## src/sv/mbrtu_pkg.sv

```systemverilog
`default_nettype none

package mbrtu_pkg;

  localparam logic [15:0] CRC_PRESET = 16'hFFFF;
  localparam logic [15:0] CRC_POLY   = 16'hA001;

  localparam logic [7:0] EXC_FLAG         = 8'h80;
  localparam logic [7:0] EXC_ILLEGAL_FUNC = 8'h01;

  localparam logic [7:0] FC_RD_COILS      = 8'h01;
  localparam logic [7:0] FC_READ_HOLDING  = 8'h03;
  localparam logic [7:0] FC_WRITE_COIL    = 8'h05;
  localparam logic [7:0] FC_WRITE_HOLDING = 8'h06;

  localparam int MIN_FRAME = 5;

  localparam int RESP_IDX_W = 3;
  localparam logic [RESP_IDX_W-1:0] RESP_ADDR   = 3'd0;
  localparam logic [RESP_IDX_W-1:0] RESP_FUNC   = 3'd1;
  localparam logic [RESP_IDX_W-1:0] RESP_CODE   = 3'd2;
  localparam logic [RESP_IDX_W-1:0] RESP_CRC_LO = 3'd3;
  localparam logic [RESP_IDX_W-1:0] RESP_CRC_HI = 3'd4;

  typedef struct packed {
    logic [7:0] rx_byte;
    logic       frame_end;
  } rx_item_t;

  typedef struct packed {
    logic [7:0] tx_byte;
    logic       tx_last;
  } tx_item_t;

  typedef struct packed {
    logic       valid;
    logic [7:0] station;
    logic [7:0] opcode;
  } resp_load_t;

  function automatic logic [15:0] crc_add(input logic [15:0] crc, input logic [7:0] b);
    logic [15:0] c;
    c = crc ^ {8'h00, b};
    for (int k = 0; k < 8; k++) begin
      c = c[0] ? ((c >> 1) ^ CRC_POLY) : (c >> 1);
    end
    return c;
  endfunction

endpackage

`default_nettype wire

```

## src/sv/mbrtu_resp_gen.sv

```systemverilog
`default_nettype none

module mbrtu_resp_gen
  import mbrtu_pkg::*;
(
  input  wire logic       clk,
  input  wire logic       rst_n,
  input  wire resp_load_t load,
  output logic            free,
  output logic            out_valid,
  input  wire logic       out_ready,
  output tx_item_t        out_data
);

  logic                  busy_r, busy_nxt;
  logic [RESP_IDX_W-1:0] idx_r, idx_nxt;
  logic [7:0]            sta_r, sta_nxt;
  logic [7:0]            opc_r, opc_nxt;
  logic [15:0]           crc_r, crc_nxt;
  logic                  xfer;
  logic [7:0]            cur_byte;

  assign xfer      = busy_r && out_ready;
  assign free      = !busy_r || (out_ready && (idx_r == RESP_CRC_HI));
  assign out_valid = busy_r;

  always_comb begin
    case (idx_r)
      RESP_ADDR:   cur_byte = sta_r;
      RESP_FUNC:   cur_byte = opc_r | EXC_FLAG;
      RESP_CODE:   cur_byte = EXC_ILLEGAL_FUNC;
      RESP_CRC_LO: cur_byte = crc_r[7:0];
      RESP_CRC_HI: cur_byte = crc_r[15:8];
      default:     cur_byte = 8'h00;
    endcase
    out_data.tx_byte = cur_byte;
    out_data.tx_last = (idx_r == RESP_CRC_HI);
  end

  always_comb begin
    busy_nxt = busy_r;
    idx_nxt  = idx_r;
    sta_nxt  = sta_r;
    opc_nxt  = opc_r;
    crc_nxt  = crc_r;
    if (load.valid) begin
      busy_nxt = 1'b1;
      idx_nxt  = RESP_ADDR;
      sta_nxt  = load.station;
      opc_nxt  = load.opcode;
      crc_nxt  = CRC_PRESET;
    end else if (xfer) begin
      if (idx_r == RESP_CRC_HI) begin
        busy_nxt = 1'b0;
      end
      if (idx_r < RESP_CRC_LO) begin
        crc_nxt = crc_add(crc_r, cur_byte);
      end
      idx_nxt = idx_r + 1'b1;
    end
  end

  always_ff @(posedge clk) begin
    if (!rst_n) begin
      busy_r <= 1'b0;
      idx_r  <= RESP_ADDR;
    end else begin
      busy_r <= busy_nxt;
      idx_r  <= idx_nxt;
    end
    sta_r <= sta_nxt;
    opc_r <= opc_nxt;
    crc_r <= crc_nxt;
  end

  a_load_when_free: assert property (@(posedge clk) disable iff (!rst_n)
    load.valid |-> free)
    else $error("Response loaded while the previous one is still pending.");

  a_idx_range: assert property (@(posedge clk) disable iff (!rst_n)
    busy_r |-> (idx_r <= RESP_CRC_HI))
    else $error("Response index out of range.");

  a_load_starts: assert property (@(posedge clk) disable iff (!rst_n)
    load.valid |=> (out_valid && (idx_r == RESP_ADDR)))
    else $error("Loaded response does not start with the address byte.");

  a_advance: assert property (@(posedge clk) disable iff (!rst_n)
    (xfer && !load.valid && (idx_r != RESP_CRC_HI)) |=>
      (busy_r && (idx_r == $past(idx_r) + 1'b1)))
    else $error("Response index did not advance after a transfer.");

endmodule

`default_nettype wire

```

## config.mk

```make
export PLATFORM = sky130hd
export DESIGN_NAME = mbrtu_resp_gen
export DESIGN_NICKNAME = d
export VERILOG_FILES = /design/src/sv/mbrtu_pkg.sv /design/src/sv/mbrtu_resp_gen.sv
export SDC_FILE = /design/constraint.sdc
export NUM_CORES = 1
export LEC_CHECK = 0
export ABC_AREA = 1
export BUFFER_PORTS_ARGS = -buffer_cell sky130_fd_sc_hd__buf_2
export CAP_MARGIN = 25
export CORE_MARGIN = 10
export CORE_UTILIZATION = 35
export DETAILED_ROUTE_END_ITERATION = 6
export GPL_TIMING_DRIVEN = 0
export MAX_ROUTING_LAYER = met4
export PLACE_DENSITY = 0.52
export SYNTH_ARGS = -nofsm -noshare
export SYNTH_HDL_FRONTEND = slang
export SYNTH_SLANG_ARGS = --single-unit
```

## constraint.sdc

```tcl
create_clock -name clk -period 2.2 [get_ports clk]
set_input_delay 0.44 -clock clk [delete_from_list [all_inputs] [get_ports clk]]
set_output_delay 0.44 -clock clk [all_outputs]
set_load 0.1 [all_outputs]
```

==> Word-level counts from Yosys, hierarchy flattened <==
Cells that the tools add are included.
{ "word_totals": {"regBits": 35, "latch_bits": 0, "elab_cells": 43, "out_inout_bits": 11, "inputBits": 20, "mem_bits_ro": 0, "ram_bits": 0, "n_memories": 0} }
{ "op_classes": {"mul": 0, "addsub": 1, "n_div": 0, "shift": 0, "n_eq_ne": 4, "mux": 12, "bitwise_logic": 10, "n_lt_le_gt_ge": 1, "reduce_logical": 10} }
{ "op_table": {"columns": ["operator", "count"], "rows": [
  ["16-bit 2-to-1 mux", 8],
  ["8-bit one-hot mux with 5 select lines", 1],
  ["2-bit NOT with 3-bit output", 8],
  ["16-bit by 8-bit bitwise XOR with 16-bit output", 1],
  ["3-bit by 2-bit == test with 1-bit output, second input constant", 2],
  ["2-bit AND reduction", 2],
  ["2-bit nonzero test", 2],
  ["3-bit by 1-bit adder with 3-bit output, second input constant", 1],
  ["3-bit by 1-bit == test with 1-bit output, second input constant", 1],
  ["3-bit == test, second input constant", 1],
  ["3-bit logical NOT", 1],
  ["3-bit by 2-bit less-than comparator with 1-bit output, second input constant", 1],
  ["1-bit 2-to-1 mux", 3],
  ["1-bit logical AND", 2],
  ["2-bit OR reduction", 1],
  ["1-bit logical NOT", 1],
  ["1-bit logical OR", 1],
  ["1-bit NOT", 1]
]} }

==> Logic depth before layout (Yosys ltp) <==
Gate-level depths: netlist of the first run.
{ "depth": {"word_depth": 19, "depth_mapped": 21, "ltp_nobuf": 19} }

==> Worst setup path before layout of the first run <==
Ideal clock, no wire load.
{ "synth_timing": {"kind": "flip-flop to flip-flop", "start": "register idx_r[0]", "end": "register crc_r[0]", "stages_incl_launch_ff": 12, "t_arrival_ps": 3084, "setup_time_ps": 115, "period_less_slack_ps": 3199, "required_time_ps": 2085, "path_buffers": 0, "setup_slack_ps": -999, "path_cell_list": "dfxtp_1 -> inv_1 -> ha_1 -> nand2_1 -> o2111ai_1 -> xnor2_1 -> inv_1 -> nand3_2 -> nand2_2 -> nand2_1 -> nand3_1 -> nand2_1"} }
{ "synth_rtl": {"columns": ["item", "line", "text"], "rows": [
  ["start, declared", "mbrtu_resp_gen.sv:16", "logic [RESP_IDX_W-1:0] idx_r, idx_nxt;"],
  ["start signal, assigned", "mbrtu_resp_gen.sv:69", "idx_r <= idx_nxt;"],
  ["end signal, assigned", "mbrtu_resp_gen.sv:73", "crc_r <= crc_nxt;"],
  ["end, declared", "mbrtu_resp_gen.sv:19", "logic [15:0] crc_r, crc_nxt;"]
]} }

==> run summary, run 1 <==
Status -> finished clean
Internal power -> 1169 uW
Num ports -> 31
Netlist Area Pre-Place -> 0.002170 sq mm
Cell count after synthesis -> 277
Flops & latches, synth -> 35
Vias -> 1,852
# diodes -> 0
Final Instance Area -> 0.002863 sq mm
Worst path bufs/invs -> 3
Num CTS Buffers -> 5
Crit path kind -> reg2out
Placer Congestion -> 0.7833
Share of layout cells above drive strength 1 -> 0.4245
CTS H-tree depth -> 2
Total power -> 1902 uW
Synth-to-layout area growth -> 31.95%
Nets@finish -> 342
Buffers on Ports -> 29
Clk buf depth -> 2
Switching Power -> 732.5 uW
Filler instances -> 587
Total global routing overflow -> 0
Area of the multi-input gates -> 0.001356 sq mm
P per Cell Area -> 664.2 mW/mm^2
Relative max-transition margin -> 0.6480
CP cell instances -> inv_2 > ha_4 > inv_1 > nor2_1 > nand2_1 > o2111ai_4 > buf_4
Fin crit period -> 2100 ps
Sequential share of the synthesized area -> 0.3922
Core area -> 0.005956 sq mm
Number of max-cap violations -> 0
Net Sw Frac -> 0.3852
Post-Syn Area per Cell -> 7.832 sq um
First-pass GRT wire length -> 9059 um
RSZ-0062 raised after global routing -> true
Site row count -> 28
Sequential share of power -> 0.398
Post-Syn Nets -> 302
Clock group share of total power -> 0.234
DRT Pass-1 Iters -> 4
Actual slew at the worst max-slew pin -> 527.9 ps
Vias in the first global route -> 1,871
Ys flop type -> dfxtp_1
Clock Tree Root -> clkbuf_8
Final hold violations -> 0
EDFF count, synth -> 15
Clock Latency Late Sink -> 290 ps
Final Util -> 0.4807
Initial antenna violation count -> 0
Ratio of final minimum period to clock period -> 0.9545
Fmax -> 476.2 MHz
Die X -> 98.73 um
Global Route Usage Sum -> 0.1164
Die area -> 0.009748 sq mm
CTS Sinks -> 35
Count of pins over their slew limit -> 0
Dpl hpwl -> 3982 um
Placed Area -> 0.002560 sq mm
CP Data Arrival Time -> 1660 ps
Top delay family on crit path -> buffers and inverters
Storage cell area -> 862.1 sq um
Setup crit start kind -> flop
Slowest cell on the critical path -> dfxtp_4
Setup Skew -> 4.207 ps
Post-Route WL -> 5223 um
Hold Path Class -> in2reg
Antenna violation net count after detailed routing -> 0
Starting Density -> 0.3643
WL/cell -> 13.29 um
Static leakage -> 0.001280 uW
First DRT Iteration DRCs -> 69
CTS tree -> built
CP Capture Type -> primary output
Crit-path max FO -> 4
Req. time, crit path -> 1760 ps
Post-synth ARST share -> 0
Largest net degree at the start of global routing -> 17
DRC viols -> 0
Die height -> 98.73 um
Vias per cell -> 4.712
Max stage delay on crit path -> 370 ps
Yosys Warn Count -> 0
Yosys cell types -> 29
Finish-stage setup viols -> 0
Worst-path clk slew -> 70 ps
Combinational Power Share -> 0.368
Maximum vdd drop -> 0.4103 mV
[cells by family after synthesis]
logic type	count (synthesis)	synth area share
flip-flops	35	0.3922
AO/OA/AOI/OAI	41	0.1096
buffers and inverters	42	0.09457
adder cells (fa/ha/maj)	5	0.02884
AND/OR/NAND/NOR	153	0.3708
XOR/XNOR	1	0.004038
[per-stage QoR]
stage                     TNS [ps]  setup slack [ps]  instances  hold WS [ps]
after floorplan             -38.63            -38.63        277         463.4
after global placement      -219.0            -134.2        381         497.7
after detailed placement    -296.5            -157.2        381         494.3
after CTS                   -3.435            -3.435        389         314.3
after global routing        -32.40            -32.40        393         312.9
final                            0             100.1        393         322.8
[state kept, by name, summed over array words and instances (netlist names)]
register / cells
crc_r: 16
sta_r: 8
opc_r: 7
idx_r: 3
out_valid: 1
[what timing repair did]
| item | in CTS | in global routing |
|---|---|---|
| resized for setup | 31 | 36 |
| setup endpoints to repair | 13 | 11 |
| buffers inserted | 1 | 5 |
| pin swaps | 5 | 21 |
| hold buffers | 0 | 0 |
[synthesized netlist by cell type, types with 3 or more instances]
library cell,instances,area share
nand2_1,85,0.15
inv_1,27,0.047
dfxtp_1,20,0.18
nand3_1,19,0.044
nand2_2,17,0.049
edfxtp_1,15,0.21
o21ai_0,13,0.030
a21oi_1,11,0.025
nor2_1,11,0.019
o211ai_1,8,0.028
nand3_2,7,0.032
ha_1,5,0.029
nand2_4,5,0.026
o21ai_1,5,0.012
inv_2,4,0.0069
nand3_4,4,0.032
clkbuf_1,3,0.0052
nor2_4,3,0.016
[worst register-to-register path, stage by stage, from the launching register on]
cell and delay, ps:
dfxtp_4 380, inv_8 40, buf_12 120, ha_4 200, nand2_2 80, nand2_2 60, nor2_4 200, nand2_8 80
nand2_2 60, nand2_2 70, nand2_1 80, nand2_2 60, nand2_1 50, nand2_1 60, nand2_1 90, nand3_2 100
nand2_2 70, nand2_1 50, nand3_1 60, nand2_1 40
[worst paths after layout]
check,endpoint,cells past startpoint,start,slack (ps)
setup / recovery,out_data[8],7,idx_r[0],100
hold / removal,sta_r[7],1,load[15],320
setup reg to reg,crc_r[0],19,idx_r[2],140
hold reg to reg,crc_r[4],2,crc_r[12],510
[cells in the final DEF, fill, tap and decap left out, types with 8 or more instances in the layout]
cell      instances
a21oi_1          11
buf_2            20
buf_4             9
dfxtp_1          17
edfxtp_1         15
inv_1            19
inv_2             9
nand2_1          60
nand2_2          32
nand2_4          11
nand3_1          16
nand3_2          10
nor2_1           11
o211ai_1          8
o21ai_0          12
[final cells by class]
class                           instances  share of cell area
Multi-Input combinational cell        200              0.4738
Sequential cell                        35              0.3011
Tap cell                               75             0.03278
Buffer                                  7             0.02448
Clock inverter                          2            0.003059
Timing Repair Buffer                   35             0.09047
Clock buffer                            6             0.02535
Inverter                               33             0.04895
[power groups by stage]
stage          logic (uW)  clock network, uW  registers (uW)
6_report              700                444             757
5_1_grt               766                492             762
4_1_cts               672                462             757
3_5_place_dp          624                  0             772
3_3_place_gp          616                  0             772
2_1_floorplan         502                  0             775
[per-layer routing]
metal	GRT usage	vias up	wire [um]
met5	-	-	0
met4	0.03969	0	59
met3	0.02863	4	182
met2	0.1836	36	2563
met1	0.1416	838	2419
li1	-	974	-
No activity file was read; power rests on OpenSTA's default activity.
==> run 2: changes to the inputs <==
--- a/config.mk
+++ b/config.mk
@@ -8,6 +8,7 @@
 export ABC_AREA = 1
 export BUFFER_PORTS_ARGS = -buffer_cell sky130_fd_sc_hd__buf_2
 export CAP_MARGIN = 25
+export CORE_ASPECT_RATIO = 0.5
 export CORE_MARGIN = 10
 export CORE_UTILIZATION = 35
 export DETAILED_ROUTE_END_ITERATION = 6
==> run summary, run 2 (same netlist as run 1, synthesis figures left out) <==
DRC viols -> 0
Num ports -> 31
CTS H-tree depth -> 2
Most flops, register -> crc_r
Vias -> 1,937
Finish-stage setup viols -> 0
Combinational Power Share -> 0.328
Core area -> 0.006031 sq mm
Share of layout cells above drive strength 1 -> 0.4702
Total global routing overflow -> 0
Internal power -> 1503 uW
# diodes -> 0
Max stage delay on crit path -> 360 ps
Actual slew at the worst max-slew pin -> 568.2 ps
Starting Density -> 0.3598
Slowest cell on the critical path -> dfxtp_4
Largest net degree at the start of global routing -> 17
Die area -> 0.009939 sq mm
DRT Pass-1 Iters -> 4
Switching Power -> 816.6 uW
Count of pins over their slew limit -> 0
Largest registers -> crc_r: 16 flops, sta_r: 8 flops, opc_r: 7 flops
Vias in the first global route -> 1,828
Num CTS Buffers -> 5
Ratio of final minimum period to clock period -> 0.9479
Buffers on Ports -> 29
P per Cell Area -> 770.0 mW/mm^2
Global Route Usage Sum -> 0.1197
First-pass GRT wire length -> 9149 um
Sequential share of power -> 0.328
Clock group share of total power -> 0.345
Status -> finished clean
Fmax -> 479.5 MHz
Synth-to-layout area growth -> 38.87%
Met3 usage -> 0.02632
CTS tree -> built
Die height -> 75.67 um
Final hold violations -> 0
Clk buf depth -> 2
WHS -> 336.7 ps
Setup Skew -> 3.275 ps
Top delay family on crit path -> simple AND/OR/NAND/NOR gates
Met1 Usage GRT -> 0.1635
Hold Path Class -> in2reg
Crit-path max FO -> 4
CTS Sinks -> 35
R2R setup slack -> 140 ps
Met2 Usage GRT -> 0.1798
Worst path bufs/invs -> 2
CP Capture Type -> primary output
Dpl hpwl -> 4226 um
Fin crit period -> 2085 ps
Nets@finish -> 343
Antenna violation net count after detailed routing -> 0
Site row count -> 20
CP cell instances -> inv_2 > ha_4 > nand2_2 > nor2_1 > nor2_4 > nand2_8 > buf_6
Number of max-cap violations -> 0
Initial antenna violation count -> 0
Most frequent cells in the layout -> nand2_1 (50), nand2_2 (39), buf_2 (20), inv_1 (18), dfxtp_1 (17)
Clock Tree Root -> clkbuf_16
Maximum vdd drop -> 0.2753 mV
Placer Congestion -> 0.8033
Die X -> 131.3 um
Post-Route WL -> 5824 um
Relative max-transition margin -> 0.6212
Net Sw Frac -> 0.3520
WL/cell -> 14.31 um
Req. time, crit path -> 1760 ps
Crit path kind -> reg2out
Static leakage -> 0.001336 uW
Worst-path clk slew -> 50 ps
Most common cell after layout, fill and taps aside -> nand2_1
Total power -> 2320 uW
First DRT Iteration DRCs -> 90
Setup crit start kind -> flop
Vias per cell -> 4.759
Gr busiest metal -> met2
Max reg flops -> 16
Clock Latency Late Sink -> 280 ps
CP Data Arrival Time -> 1650 ps
## run 2: per-stage QoR
step	instance area, sq um	setup TNS, ps	utilization	setup WS, ps	instances
after floorplan	2321	-38.63	-	-38.63	277
after global placement	2576	-141.4	0.4272	-109.5	394
after detailed placement	2576	-168.8	0.4272	-114.7	394
after CTS	2821	0	0.4678	6.525	403
after global routing	3013	-28.01	0.4996	-15.24	407
final	3013	0	0.4996	114.6	407
## run 2: final cells by class
cell class              instances  area [sq um]
inverters                      33         142.6
plain buffers                   7         70.07
repair buffers                 36         257.7
clock buffers                   5         125.1
fillers                       584          3018
flip-flops and latches         35         862.1
clock inverters                 3         38.79
well taps                      88         110.1
multi-input cells             200          1406
## run 2: final timing paths
| path | startpoint | to | cells after the start |
|---|---|---|---|
| worst max-delay path | idx_r[1] | out_data[1] | 7 |
| worst min-delay path | load[15] | sta_r[7] | 1 |
| worst max register to register | idx_r[0] | crc_r[14] | 15 |
| worst min register to register | crc_r[9] | crc_r[9] | 2 |
## run 2: repair_timing
action	in CTS	in global routing
hold buffers	0	0
setup endpoints to repair	13	11
setup buffers	2	5
pin swaps	3	18
gates resized for setup	29	54
cloned	0	0
## run 2: metal layers
metal / vias to the layer above / wire (um)
met4: 0 / 38
met2: 40 / 2582
met5: - / 0
li1: 982 / -
met1: 910 / 2975
met3: 5 / 228
## run 2: power groups by stage
stage               Clock (uW)  Sequential (uW)  Combinational [uW]
floorplan                    0              775                 502
global placement             0              771                 617
detailed placement           0              772                 626
CTS                        807              759                 675
global route               844              766                 824
finish                     800              760                 760
==> run 3: changes to the inputs <==
--- a/config.mk
+++ b/config.mk
@@ -8,7 +8,7 @@
 export ABC_AREA = 1
 export BUFFER_PORTS_ARGS = -buffer_cell sky130_fd_sc_hd__buf_2
 export CAP_MARGIN = 25
-export CORE_ASPECT_RATIO = 0.5
+export CORE_ASPECT_RATIO = 0.8
 export CORE_MARGIN = 10
 export CORE_UTILIZATION = 35
 export DETAILED_ROUTE_END_ITERATION = 6
==> run summary, run 3 (same netlist as run 1, synthesis figures left out) <==
Status -> finished clean
Num ports -> 31
Clk buf depth -> 2
CTS tree -> built
Count of pins over their slew limit -> 0
Die X -> 108.0 um
Sequential share of power -> 0.350
Die height -> 90.42 um
Placer Congestion -> 0.7912
Net Sw Frac -> 0.3771
Starting Density -> 0.3631
Clock Latency Late Sink -> 290 ps
Req. time, crit path -> 1760 ps
Hold Buf Count CTS -> 0
Site row count -> 25
Num CTS Buffers -> 5
Total power -> 2165 uW
Largest registers -> crc_r: 16 flops, sta_r: 8 flops, opc_r: 7 flops
Core area -> 0.005974 sq mm
CTS H-tree depth -> 2
Static leakage -> 0.001367 uW
Worst-path clk slew -> 80 ps
WL/cell -> 13.77 um
Worst reg2reg path depth -> 16
First DRT Iteration DRCs -> 58
CP cell instances -> inv_2 > ha_1 > buf_6 > buf_4 > nand2_1 > o2111ai_4 > buf_6
Maximum vdd drop -> 0.4487 mV
WHS Path Cells -> 1
Relative max-transition margin -> 0.6546
# diodes -> 0
Vias per cell -> 4.748
Buffers on Ports -> 29
CTS Sinks -> 35
Combinational Power Share -> 0.376
Antenna violation net count after detailed routing -> 0
First-pass GRT wire length -> 9094 um
Dpl hpwl -> 3981 um
Nets@finish -> 347
Most flops, register -> crc_r
Max reg flops -> 16
DRT Pass-1 Iters -> 4
Fmax -> 468.8 MHz
Vias in the first global route -> 1,872
Storage cell area -> 862.1 sq um
Ratio of final minimum period to clock period -> 0.9697
Crit-path max FO -> 8
Most frequent cells in the layout -> nand2_1 (47), nand2_2 (36), nand2_4 (20), buf_2 (20), inv_1 (19)
Finish-stage setup viols -> 0
Post-Route WL -> 5562 um
CP Capture Type -> primary output
Setup TNS -> 0 ps
Clock group share of total power -> 0.274
Actual slew at the worst max-slew pin -> 518.1 ps
Setup Skew -> 5.178 ps
RSZ-0062 raised after global routing -> true
Slowest cell on the critical path -> dfxtp_4
P per Cell Area -> 706.8 mW/mm^2
Clock Tree Root -> clkbuf_8
Die area -> 0.009768 sq mm
Total global routing overflow -> 0
Global Route Usage Sum -> 0.1186
Critical Path Most Common Cell -> buf_6
CP Data Arrival Time -> 1690 ps
Most common cell after layout, fill and taps aside -> nand2_1
Switching Power -> 816.4 uW
Hold Path Class -> in2reg
Fin crit period -> 2133 ps
Final hold violations -> 0
Vias -> 1,918
Area of the multi-input gates -> 0.001460 sq mm
Max stage delay on crit path -> 380 ps
Share of layout cells above drive strength 1 -> 0.4954
DRC viols -> 0
Initial antenna violation count -> 0
Setup crit start kind -> flop
Largest net degree at the start of global routing -> 17
Crit path kind -> reg2out
Filler instances -> 584
Number of max-cap violations -> 0
Internal power -> 1348 uW
Synth-to-layout area growth -> 41.18%
==> run 3: path summary, 6_finish.rpt <==
check                                from  slack (ps)          end
worst min-delay path              load[4]         310     opc_r[4]
worst min register to register  crc_r[11]         510    crc_r[11]
worst max-delay path             idx_r[1]          70  out_data[8]
worst max register to register   idx_r[2]         110    crc_r[14]
==> run 3: per-stage QoR <==
step / area (sq um) / utilization / hold slack (ps) / instances / setup WS, ps
5_1_grt: 3063 / 0.5127 / 305.6 / 404 / -49.33
4_1_cts: 2788 / 0.4666 / 305.4 / 395 / 3.817
3_3_place_gp: 2567 / 0.4297 / 491.3 / 387 / -145.0
2_1_floorplan: 2321 / - / 463.4 / 277 / -38.63
3_5_place_dp: 2567 / 0.4297 / 490.9 / 387 / -162.3
6_report: 3063 / 0.5127 / 314.3 / 404 / 66.72
==> run 3: final cells by class <==
cell class	count	area share
multi-input combinational	200	0.4767
sequential	35	0.2815
timing repair buffer	40	0.1042
inverter	33	0.04575
tap	81	0.03309
clock buffer	6	0.02369
buffer	7	0.02288
clock inverter	2	0.01225
==> run 3: layer usage <==
| metal | routed length (um) | GRT usage |
|---|---|---|
| met5 | 0 | - |
| met4 | 46 | 0.03222 |
| met3 | 173 | 0.02639 |
| met2 | 2530 | 0.1702 |
| met1 | 2812 | 0.1617 |
==> run 3: repair_timing <==
| action | CTS | global route |
|---|---|---|
| setup endpoints to repair | 13 | 13 |
| gates resized for setup | 38 | 63 |
| pin swaps | 2 | 23 |
| buffers inserted | 1 | 10 |
==> run 3: worst max-delay path, delay by kind of cell, from the launching register on <==
family,cells,cell delay [ps]
buffers and inverters,4,580
DFF,1,380
adders and majority gates,1,180
AOI/OAI and AO/OA,1,170
and+or+nand+nor,1,90
==> run 3: power by group through the flow <==
stage | logic (uW) | registers [uW] | clock network [uW]
2_1_floorplan | 502 | 775 | 0
3_3_place_gp | 619 | 771 | 0
3_5_place_dp | 624 | 771 | 0
4_1_cts | 691 | 757 | 610
5_1_grt | 885 | 765 | 639
6_report | 813 | 758 | 593
